### config.mk
export PLATFORM = sky130hd
export DESIGN_NAME = notification_stream_parser
export DESIGN_NICKNAME = d
export VERILOG_FILES = /design/src/hdl/nsp_pkg.sv /design/src/hdl/notification_stream_parser.sv
export VERILOG_INCLUDE_DIRS = /design/src /design/src/hdl
export SDC_FILE = /design/constraint.sdc
export NUM_CORES = 2
export LEC_CHECK = 0
export ABC_AREA = 0
export BUFFER_PORTS_ARGS = -buffer_cell sky130_fd_sc_hd__buf_2
export CAP_MARGIN = 10
export CORE_MARGIN = 4
export CORE_UTILIZATION = 67
export CTS_CLUSTER_DIAMETER = 80
export CTS_CLUSTER_SIZE = 12
export DETAILED_ROUTE_END_ITERATION = 16
export GPL_TIMING_DRIVEN = 0
export PLACE_DENSITY = 0.86
export SLEW_MARGIN = 20
export SYNTH_ARGS = -nofsm -noshare
export SYNTH_HDL_FRONTEND = slang
export SYNTH_SLANG_ARGS = --single-unit
### constraint.sdc
create_clock -name clk_i -period 15.25 [get_ports clk_i]
set_input_delay 3.05 -clock clk_i [delete_from_list [all_inputs] [get_ports clk_i]]
set_output_delay 3.05 -clock clk_i [all_outputs]
set_load 0.03 [all_outputs]
### src/hdl/notification_stream_parser_macros.svh
// Assertion macros for the notification stream parser.
// Uses clk_i and rst_ni of the including module; no other dependencies.
`ifndef NOTIFICATION_STREAM_PARSER_MACROS_SVH
`define NOTIFICATION_STREAM_PARSER_MACROS_SVH

// Same-cycle implication, checked on every rising edge outside reset.
`define NSP_ASSERT_IMP(label, ante, cons, msg) \
  label: assert property (@(posedge clk_i) disable iff (!rst_ni) (ante) |-> (cons)) \
    else $error(msg);

// Next-cycle implication, checked on every rising edge outside reset.
`define NSP_ASSERT_NEXT(label, ante, cons, msg) \
  label: assert property (@(posedge clk_i) disable iff (!rst_ni) (ante) |=> (cons)) \
    else $error(msg);

`endif

### src/hdl/nsp_pkg.sv
// Types and constants shared by the notification stream parser.
// No dependencies.
package nsp_pkg;

  // Header field sizes in bytes.
  localparam int LenFieldBytes  = 4;
  localparam int SampleHdrBytes = 8;
  localparam int StampHdrBytes  = 12;

  // Result queue geometry.
  localparam int FifoDepth = 4;
  localparam int PtrW      = $clog2(FifoDepth);
  localparam int CountW    = PtrW + 1;

  typedef enum logic [2:0] {
    PH_LEN        = 3'd0,
    PH_STAMPS     = 3'd1,
    PH_STAMP_HDR  = 3'd2,
    PH_SAMPLE_HDR = 3'd3,
    PH_DATA       = 3'd4,
    PH_DONE       = 3'd5
  } phase_e;

  typedef enum logic [2:0] {
    ERR_NONE         = 3'd0,
    ERR_SHORT        = 3'd1,
    ERR_LEN_OVERRUN  = 3'd2,
    ERR_STAMP_HDR    = 3'd3,
    ERR_SAMPLE_HDR   = 3'd4,
    ERR_DATA_OVERRUN = 3'd5
  } err_e;

  typedef enum logic [1:0] {
    KIND_DATA   = 2'd0,
    KIND_EMPTY  = 2'd1,
    KIND_STATUS = 2'd2
  } kind_e;

  typedef struct packed {
    kind_e       kind;
    logic [31:0] handle;
    logic [63:0] timestamp;
    logic [31:0] sample_size;
    logic [31:0] byte_index;
    logic [7:0]  sample_byte;
    logic        sample_end;
    logic        frame_ok;
    err_e        error_kind;
    logic        last;
  } result_t;

endpackage

### src/hdl/notification_stream_parser.sv
// Top level of the notification stream parser: byte-serial frame parser
// with a small result queue. Depends on nsp_pkg and the macros header.
//
//   channel | direction | handshake              | payload
//   --------+-----------+------------------------+-----------------------------
//   in      | input     | in_valid_i / in_ready_o  | data_byte_i, total_len_i
//   out     | output    | out_valid_o / out_ready_i| kind_o ... last_o
//
// One payload word is accepted per cycle while in_ready_o is high. Its results are
// written straight into a four-entry result queue. A word causes at most two results
// (a sample result plus the frame status on the last word), so in_ready_o stays high
// while the queue has two free entries. With the output side taking a result every
// cycle the sustained rate is one word per cycle. Reset clears the parser state and
// empties the queue.
`include "notification_stream_parser_macros.svh"

module notification_stream_parser #(
  parameter int FRAME_LEN_BITS = 32
) (
  input  logic        clk_i,
  input  logic        rst_ni,
  input  logic        in_valid_i,
  output logic        in_ready_o,
  input  logic [7:0]  data_byte_i,
  input  logic [31:0] total_len_i,
  output logic        out_valid_o,
  input  logic        out_ready_i,
  output logic [1:0]  kind_o,
  output logic [31:0] handle_o,
  output logic [63:0] timestamp_o,
  output logic [31:0] sample_size_o,
  output logic [31:0] byte_index_o,
  output logic [7:0]  sample_byte_o,
  output logic        sample_end_o,
  output logic        frame_ok_o,
  output logic [2:0]  error_kind_o,
  output logic        last_o
);

  localparam int LW = FRAME_LEN_BITS;
  // Width for length checks: a 32-bit size added to a position, plus margin.
  localparam int CW = 34;

  // Parser state.
  logic [LW-1:0]        pos_q, pos_d;
  nsp_pkg::phase_e      phase_q, phase_d;
  logic [31:0]          field_q, field_d;
  logic [3:0]           fcnt_q, fcnt_d;
  logic [31:0]          stamps_q, stamps_d;
  logic [31:0]          samples_q, samples_d;
  logic [63:0]          ts_q, ts_d;
  logic [31:0]          handle_q, handle_d;
  logic [31:0]          size_q, size_d;
  logic [31:0]          idx_q, idx_d;
  nsp_pkg::err_e        err_q, err_d;

  // Result queue.
  nsp_pkg::result_t             fifo_q [nsp_pkg::FifoDepth];
  logic [nsp_pkg::PtrW-1:0]     wr_q, wr_d, rd_q, rd_d;
  logic [nsp_pkg::CountW-1:0]   count_q, count_d;
  nsp_pkg::result_t             rd_res;

  logic            in_accept, out_accept;
  logic [LW-1:0]   total;
  logic [LW:0]     nextp;
  logic            is_last;
  logic [31:0]     fld_new;
  logic            push_a, push_b;
  nsp_pkg::result_t res_a, res_b;
  logic            ni_go;
  logic [31:0]     ni_samples, ni_stamps;
  nsp_pkg::err_e   fin_err;

  assign in_accept  = in_valid_i && in_ready_o;
  assign out_accept = out_valid_o && out_ready_i;

  assign total   = total_len_i[LW-1:0];
  assign nextp   = {1'b0, pos_q} + (LW+1)'(1);
  assign is_last = nextp >= {1'b0, total};

  // The current field with this word placed in its byte lane. Every field built here
  // is 32 bits, so the low two bits of the byte count select the lane.
  always_comb begin
    fld_new = field_q;
    fld_new[{fcnt_q[1:0], 3'b000} +: 8] = data_byte_i;
  end

  // Next-state logic for one accepted word.
  always_comb begin
    pos_d      = pos_q;
    phase_d    = phase_q;
    field_d    = field_q;
    fcnt_d     = fcnt_q;
    stamps_d   = stamps_q;
    samples_d  = samples_q;
    ts_d       = ts_q;
    handle_d   = handle_q;
    size_d     = size_q;
    idx_d      = idx_q;
    err_d      = err_q;
    push_a     = 1'b0;
    push_b     = 1'b0;
    res_a      = '0;
    res_b      = '0;
    ni_go      = 1'b0;
    ni_samples = samples_q;
    ni_stamps  = stamps_q;
    fin_err    = nsp_pkg::ERR_NONE;

    if (in_accept) begin
      if (err_q == nsp_pkg::ERR_NONE) begin
        unique case (phase_q)
          nsp_pkg::PH_LEN: begin
            if (fcnt_q == 4'd0 && total < LW'(8)) begin
              err_d   = nsp_pkg::ERR_SHORT;
              phase_d = nsp_pkg::PH_DONE;
            end else begin
              field_d = fld_new;
              fcnt_d  = fcnt_q + 4'd1;
              if (fcnt_q == 4'(nsp_pkg::LenFieldBytes - 1)) begin
                if (CW'(nsp_pkg::LenFieldBytes) + CW'(fld_new) > CW'(total)) begin
                  err_d   = nsp_pkg::ERR_LEN_OVERRUN;
                  phase_d = nsp_pkg::PH_DONE;
                end else begin
                  field_d = '0;
                  fcnt_d  = '0;
                  phase_d = nsp_pkg::PH_STAMPS;
                end
              end
            end
          end
          nsp_pkg::PH_STAMPS: begin
            field_d = fld_new;
            fcnt_d  = fcnt_q + 4'd1;
            if (fcnt_q == 4'(nsp_pkg::LenFieldBytes - 1)) begin
              ni_go      = 1'b1;
              ni_stamps  = fld_new;
              ni_samples = '0;
            end
          end
          nsp_pkg::PH_STAMP_HDR: begin
            if (fcnt_q < 4'd8) begin
              ts_d[{fcnt_q[2:0], 3'b000} +: 8] = data_byte_i;
            end else begin
              field_d = fld_new;
            end
            fcnt_d = fcnt_q + 4'd1;
            if (fcnt_q == 4'(nsp_pkg::StampHdrBytes - 1)) begin
              ni_go      = 1'b1;
              ni_samples = fld_new;
            end
          end
          nsp_pkg::PH_SAMPLE_HDR: begin
            if (fcnt_q < 4'd4) begin
              handle_d[{fcnt_q[1:0], 3'b000} +: 8] = data_byte_i;
            end else begin
              field_d = fld_new;
            end
            fcnt_d = fcnt_q + 4'd1;
            if (fcnt_q == 4'(nsp_pkg::SampleHdrBytes - 1)) begin
              size_d = fld_new;
              idx_d  = '0;
              if (CW'(nextp) + CW'(fld_new) > CW'(total)) begin
                err_d   = nsp_pkg::ERR_DATA_OVERRUN;
                phase_d = nsp_pkg::PH_DONE;
              end else if (fld_new == 32'd0) begin
                // An empty sample gives a single marker result.
                push_a            = 1'b1;
                res_a.kind        = nsp_pkg::KIND_EMPTY;
                res_a.handle      = handle_q;
                res_a.timestamp   = ts_q;
                res_a.sample_size = '0;
                res_a.sample_end  = 1'b1;
                res_a.error_kind  = nsp_pkg::ERR_NONE;
                res_a.last        = !is_last;
                ni_go             = 1'b1;
              end else begin
                field_d = '0;
                fcnt_d  = '0;
                phase_d = nsp_pkg::PH_DATA;
              end
            end
          end
          nsp_pkg::PH_DATA: begin
            push_a            = 1'b1;
            res_a.kind        = nsp_pkg::KIND_DATA;
            res_a.handle      = handle_q;
            res_a.timestamp   = ts_q;
            res_a.sample_size = size_q;
            res_a.byte_index  = idx_q;
            res_a.sample_byte = data_byte_i;
            res_a.sample_end  = (idx_q + 32'd1) == size_q;
            res_a.error_kind  = nsp_pkg::ERR_NONE;
            res_a.last        = !is_last;
            idx_d             = idx_q + 32'd1;
            ni_go             = (idx_q + 32'd1) == size_q;
          end
          default: begin
          end
        endcase

        // Pick the next item: another sample of this stamp, the next stamp,
        // or nothing more. Headers that cannot fit in the frame fail here.
        if (ni_go) begin
          field_d   = '0;
          fcnt_d    = '0;
          samples_d = ni_samples;
          stamps_d  = ni_stamps;
          if (ni_samples != 32'd0) begin
            if (CW'(nextp) + CW'(nsp_pkg::SampleHdrBytes) > CW'(total)) begin
              err_d   = nsp_pkg::ERR_SAMPLE_HDR;
              phase_d = nsp_pkg::PH_DONE;
            end else begin
              samples_d = ni_samples - 32'd1;
              handle_d  = '0;
              phase_d   = nsp_pkg::PH_SAMPLE_HDR;
            end
          end else if (ni_stamps != 32'd0) begin
            if (CW'(nextp) + CW'(nsp_pkg::StampHdrBytes) > CW'(total)) begin
              err_d   = nsp_pkg::ERR_STAMP_HDR;
              phase_d = nsp_pkg::PH_DONE;
            end else begin
              stamps_d = ni_stamps - 32'd1;
              ts_d     = '0;
              phase_d  = nsp_pkg::PH_STAMP_HDR;
            end
          end else begin
            phase_d = nsp_pkg::PH_DONE;
          end
        end
      end

      if (is_last) begin
        // A frame that ends inside a pending item reports where it stopped.
        fin_err = err_d;
        if (err_d == nsp_pkg::ERR_NONE && phase_d != nsp_pkg::PH_DONE) begin
          priority case (phase_d)
            nsp_pkg::PH_LEN, nsp_pkg::PH_STAMPS: fin_err = nsp_pkg::ERR_SHORT;
            nsp_pkg::PH_STAMP_HDR:               fin_err = nsp_pkg::ERR_STAMP_HDR;
            nsp_pkg::PH_SAMPLE_HDR:              fin_err = nsp_pkg::ERR_SAMPLE_HDR;
            default:                             fin_err = nsp_pkg::ERR_DATA_OVERRUN;
          endcase
        end
        push_b           = 1'b1;
        res_b.kind       = nsp_pkg::KIND_STATUS;
        res_b.frame_ok   = fin_err == nsp_pkg::ERR_NONE;
        res_b.error_kind = fin_err;
        res_b.last       = 1'b1;

        // Back to the reset state for the next frame.
        pos_d     = '0;
        phase_d   = nsp_pkg::PH_LEN;
        field_d   = '0;
        fcnt_d    = '0;
        stamps_d  = '0;
        samples_d = '0;
        ts_d      = '0;
        handle_d  = '0;
        size_d    = '0;
        idx_d     = '0;
        err_d     = nsp_pkg::ERR_NONE;
      end else begin
        pos_d = nextp[LW-1:0];
      end
    end
  end

  always_ff @(posedge clk_i or negedge rst_ni) begin
    if (!rst_ni) begin
      pos_q     <= '0;
      phase_q   <= nsp_pkg::PH_LEN;
      field_q   <= '0;
      fcnt_q    <= '0;
      stamps_q  <= '0;
      samples_q <= '0;
      ts_q      <= '0;
      handle_q  <= '0;
      size_q    <= '0;
      idx_q     <= '0;
      err_q     <= nsp_pkg::ERR_NONE;
    end else begin
      pos_q     <= pos_d;
      phase_q   <= phase_d;
      field_q   <= field_d;
      fcnt_q    <= fcnt_d;
      stamps_q  <= stamps_d;
      samples_q <= samples_d;
      ts_q      <= ts_d;
      handle_q  <= handle_d;
      size_q    <= size_d;
      idx_q     <= idx_d;
      err_q     <= err_d;
    end
  end

  // Result queue. When a word gives two results, the status goes in second.
  assign in_ready_o  = count_q <= nsp_pkg::CountW'(nsp_pkg::FifoDepth - 2);
  assign out_valid_o = count_q != '0;

  always_comb begin
    wr_d    = wr_q + nsp_pkg::PtrW'({1'b0, push_a} + {1'b0, push_b});
    rd_d    = rd_q + nsp_pkg::PtrW'(out_accept);
    count_d = count_q + nsp_pkg::CountW'({1'b0, push_a} + {1'b0, push_b})
              - nsp_pkg::CountW'(out_accept);
  end

  always_ff @(posedge clk_i or negedge rst_ni) begin
    if (!rst_ni) begin
      wr_q    <= '0;
      rd_q    <= '0;
      count_q <= '0;
    end else begin
      wr_q    <= wr_d;
      rd_q    <= rd_d;
      count_q <= count_d;
    end
  end

  always_ff @(posedge clk_i) begin
    if (push_a) begin
      fifo_q[wr_q] <= res_a;
    end
    if (push_b) begin
      fifo_q[push_a ? wr_q + nsp_pkg::PtrW'(1) : wr_q] <= res_b;
    end
  end

  assign rd_res        = fifo_q[rd_q];
  assign kind_o        = rd_res.kind;
  assign handle_o      = rd_res.handle;
  assign timestamp_o   = rd_res.timestamp;
  assign sample_size_o = rd_res.sample_size;
  assign byte_index_o  = rd_res.byte_index;
  assign sample_byte_o = rd_res.sample_byte;
  assign sample_end_o  = rd_res.sample_end;
  assign frame_ok_o    = rd_res.frame_ok;
  assign error_kind_o  = rd_res.error_kind;
  assign last_o        = rd_res.last;

  // A recorded error always parks the parser until the frame ends.
  `NSP_ASSERT_IMP(a_err_parks, err_q != nsp_pkg::ERR_NONE, phase_q == nsp_pkg::PH_DONE, "error without done phase")
  // The last word of a frame returns the parser to its start state.
  `NSP_ASSERT_NEXT(a_frame_restart, in_accept && is_last, (pos_q == '0) && (phase_q == nsp_pkg::PH_LEN) && (err_q == nsp_pkg::ERR_NONE), "parser not reset after frame end")
  // A frame status is always the final result of its word.
  `NSP_ASSERT_IMP(a_status_last, out_valid_o && (rd_res.kind == nsp_pkg::KIND_STATUS), last_o, "status result without last")

endmodule

==> impl_metrics.ini <==
[placement]
port_buffers = 216
dp_cells = 7017
dp_hpwl_mm = 130
place_area_um2 = 55000
place_congestion = 1.07

[setup_path]
arrival_ns = 13.40
required_ns = 15.63
criticalPathCategory = in -> reg
critPathCaptureType = flop
cpPeakStageDelay_ns = 0.85
slowest_stage = a31oi_1
cp-start-kind = input pin
crit_fanout = 11

[layout]
nets = 6334
final_cell_count_no_fill = 7175
area_growth_syn_to_layout_pct = 10.3
drive_above_1_share_pct = 11.2
fin_area_um2 = 57800
final_util_pct = 74.6

[clocking]
cts_root_buf = clkbuf_16
path_clk_slew_ns = 0.06
cts_tree = yes
cts_resized = 0
clockBufferDepth = 3
post-cts-setup-buffers = 0
worstSkewPairLatency_ns = 0.70
cts_hold_buf = 0
cts.htree.levels = 3
cts_sinks = 1009
cts_buffers = 94

[floorplanning]
fp-row-count = 102
die_h_um = 288
core_um2 = 77500
die_w_um = 288
die-area_um2 = 82800
initial_utilization_pct = 67.7
ios = 222

[detailed_routing]
vias_per_cell = 6.81
wl_per_cell_um = 25.4
first_pass_iters = 9
ant_nets = 0
drt-initial-drc-count = 6330
finalWirelength_mm = 183
vias = 48800
route.detailed.drc = 0

[yosys]
netlist_area_um2 = 52400
ys_warn_count = 0
syn_inst = 5755
dominantRegCellSynth = dfxtp_1
async_flop_share_pct = 30.2
synth_cell_types = 106
avgSynthCellArea_um2 = 9.11
syn_nets = 6016
ys_seq_area_share_pct = 41.9
synth-seq-cells = 1009
synth_edf_count = 24

[global_routing]
grt_pass1_vias = 47000
track_usage_pct = 43.0
grt_pass1_wl_mm = 276
overflow = 0
grt_antenna_before_repair = 8
grt_start_max_net_pins = 98

[power]
ir_worst_vdd_mv = 0.185
leakage_nw = 23.0
p_per_area_nw_per_um2 = 145

[sta]
slew_violations = 0
tightest_slew_ns = 1.24
rsz0062_at_grt = false
maxSlewHeadroom_pct = 16.0
min_period_ns = 13.02
max_freq_mhz = 76.8
fin_skew_ns = 0.0772
fin_tns_setup_ns = 0
setup_viol = 0
finalCritPeriodShare_pct = 85.4
hold_viol = 0

[hold_path]
hp-class = reg -> reg

[job]
cap_violations = 0

[outcome]
outcome = complete, no violations
layer usage:
layer | GRT usage [%] | up-vias | share of wire (%)
li1 | - | 21300 | -
met1 | 56.2 | 23200 | 37
met2 | 65.3 | 3426 | 43
met3 | 10.7 | 843 | 13
met4 | 25.1 | 8 | 7.4
met5 | 0 | - | 0.035
cell usage after synthesis (all sizes together) (11+ instances only):
library cell,instances,area share [%]
mux4,176,7.6
o21bai,11,0.16
nor2,225,1.6
o21a,12,0.19
o2bb2ai,325,5.4
a211oi,31,0.44
and3,31,0.37
or4,12,0.17
a21o,33,0.47
and2,25,0.30
a41oi,11,0.20
nor3,87,0.84
mux2i,12,0.25
buf,136,1.4
inv,145,1.0
a21oi,525,5.0
xnor2,184,3.1
clkbuf,259,1.9
o211ai,17,0.24
a31oi,39,0.53
nand2b,28,0.33
nand3,99,0.95
nor4,50,0.70
nor3b,15,0.22
nand4,66,0.82
nor2b,58,0.69
o21ai,284,2.7
o31ai,59,0.85
o22ai,18,0.21
a22o,62,1.0
or2,19,0.23
a22oi,30,0.43
dfrtp,305,15
or3,21,0.25
and4,18,0.30
nand2,1219,8.8
dfxtp,680,26
edfxtp,24,1.4
xor2,42,0.70
ha,213,5.1
where the power goes:
group / internal (mW) / leakage [nW] / switching (mW)
registers: 2.78 / 9.86 / 0.100
logic: 1.05 / 11.9 / 2.22
clock network: 1.17 / 1.30 / 1.05
cell type report:
type / instances / area, um2
Multi-Input combinational cell: 4196 / 28300
Sequential cell: 1009 / 22000
Fill cell: 5640 / 19700
Clock buffer: 147 / 2580
Buffer: 395 / 1700
Tap cell: 1040 / 1300
Timing Repair Buffer: 222 / 1210
Inverter: 155 / 588
Clock inverter: 7 / 160
Antenna cell: 4 / 10.0
logic make-up after synthesis:
kind of cell	count (synthesis)	share of synthesized area, %
multiplexers	191	7.88
buffers and inverters	550	4.35
AO/OA/AOI/OAI	1548	19.5
AND/OR/NAND/NOR	2014	17.3
XOR/XNOR	226	3.78
flip-flops	1009	41.9
adder cells (fa/ha/maj)	217	5.24
cells in the final DEF, fill, tap and decap left out, drive strengths merged, types with 30 or more instances in the layout:
cell,synthesis,routed
dfxtp,680,680
o21ai,284,284
nor2,225,225
nor4,50,50
xor2,42,42
xnor2,184,184
nand2,1219,1219
a21o,33,33
dfrtp,305,305
nand4,66,66
o2bb2ai,325,325
a21oi,525,525
and3,31,31
a211oi,31,31
a22oi,30,30
nand3,99,99
mux4,176,176
o31ai,59,59
buf,136,358
a22o,62,62
clkbuf,259,406
inv,145,148
nor3,87,87
a31oi,39,39
nor2b,58,58
ha,213,213
flip-flops by register name, indices dropped and copies added, names as in the netlist:
| register | count |
|---|---|
| ts_q | 64 |
| idx_q | 32 |
| handle_q | 32 |
| phase_q | 3 |
| fifo_q | 704 |
| size_q | 32 |
| field_q | 32 |
| pos_q | 32 |
| rd_q | 2 |
| samples_q | 32 |
| err_q | 3 |
| count_q | 3 |
| stamps_q | 32 |
| wr_q | 2 |
| fcnt_q | 4 |
stage by stage:
stage	setup WS [ns]	hold WS [ns]	total power [mW]
3_3_place_gp	2.00	0.437	5.98
5_1_grt	1.73	0.468	8.66
6_report	2.23	0.453	8.36
3_5_place_dp	2.12	0.441	6.05
2_1_floorplan	5.68	0.427	5.06
4_1_cts	2.74	0.452	8.23
worst max-delay path: cells and delay by family:
kind	cells	cell delay, ns
AO/OA/AOI/OAI	14	4.05
AND/OR/NAND/NOR	7	1.95
adder cells (fa/ha/maj)	3	0.97
buffers and inverters	9	3.17
XOR/XNOR	1	0.16
worst paths after layout:
kind	startpoint	end	slack, ns	depth (start not counted)
hold / removal	fifo_q[3][141]	fifo_q[3][141]	0.45	2
setup / recovery	data_byte_i[2]	fifo_q[1][175]	2.23	34
setup reg to reg	fcnt_q[0]	fifo_q[1][175]	3.37	38
max in group asynchronous	rst_ni	idx_q[0]	11.73	3
min in group asynchronous	rst_ni	pos_q[3]	2.31	1
hold reg to reg	fifo_q[3][141]	fifo_q[3][141]	0.45	2
No activity file was read; power rests on OpenSTA's default activity.
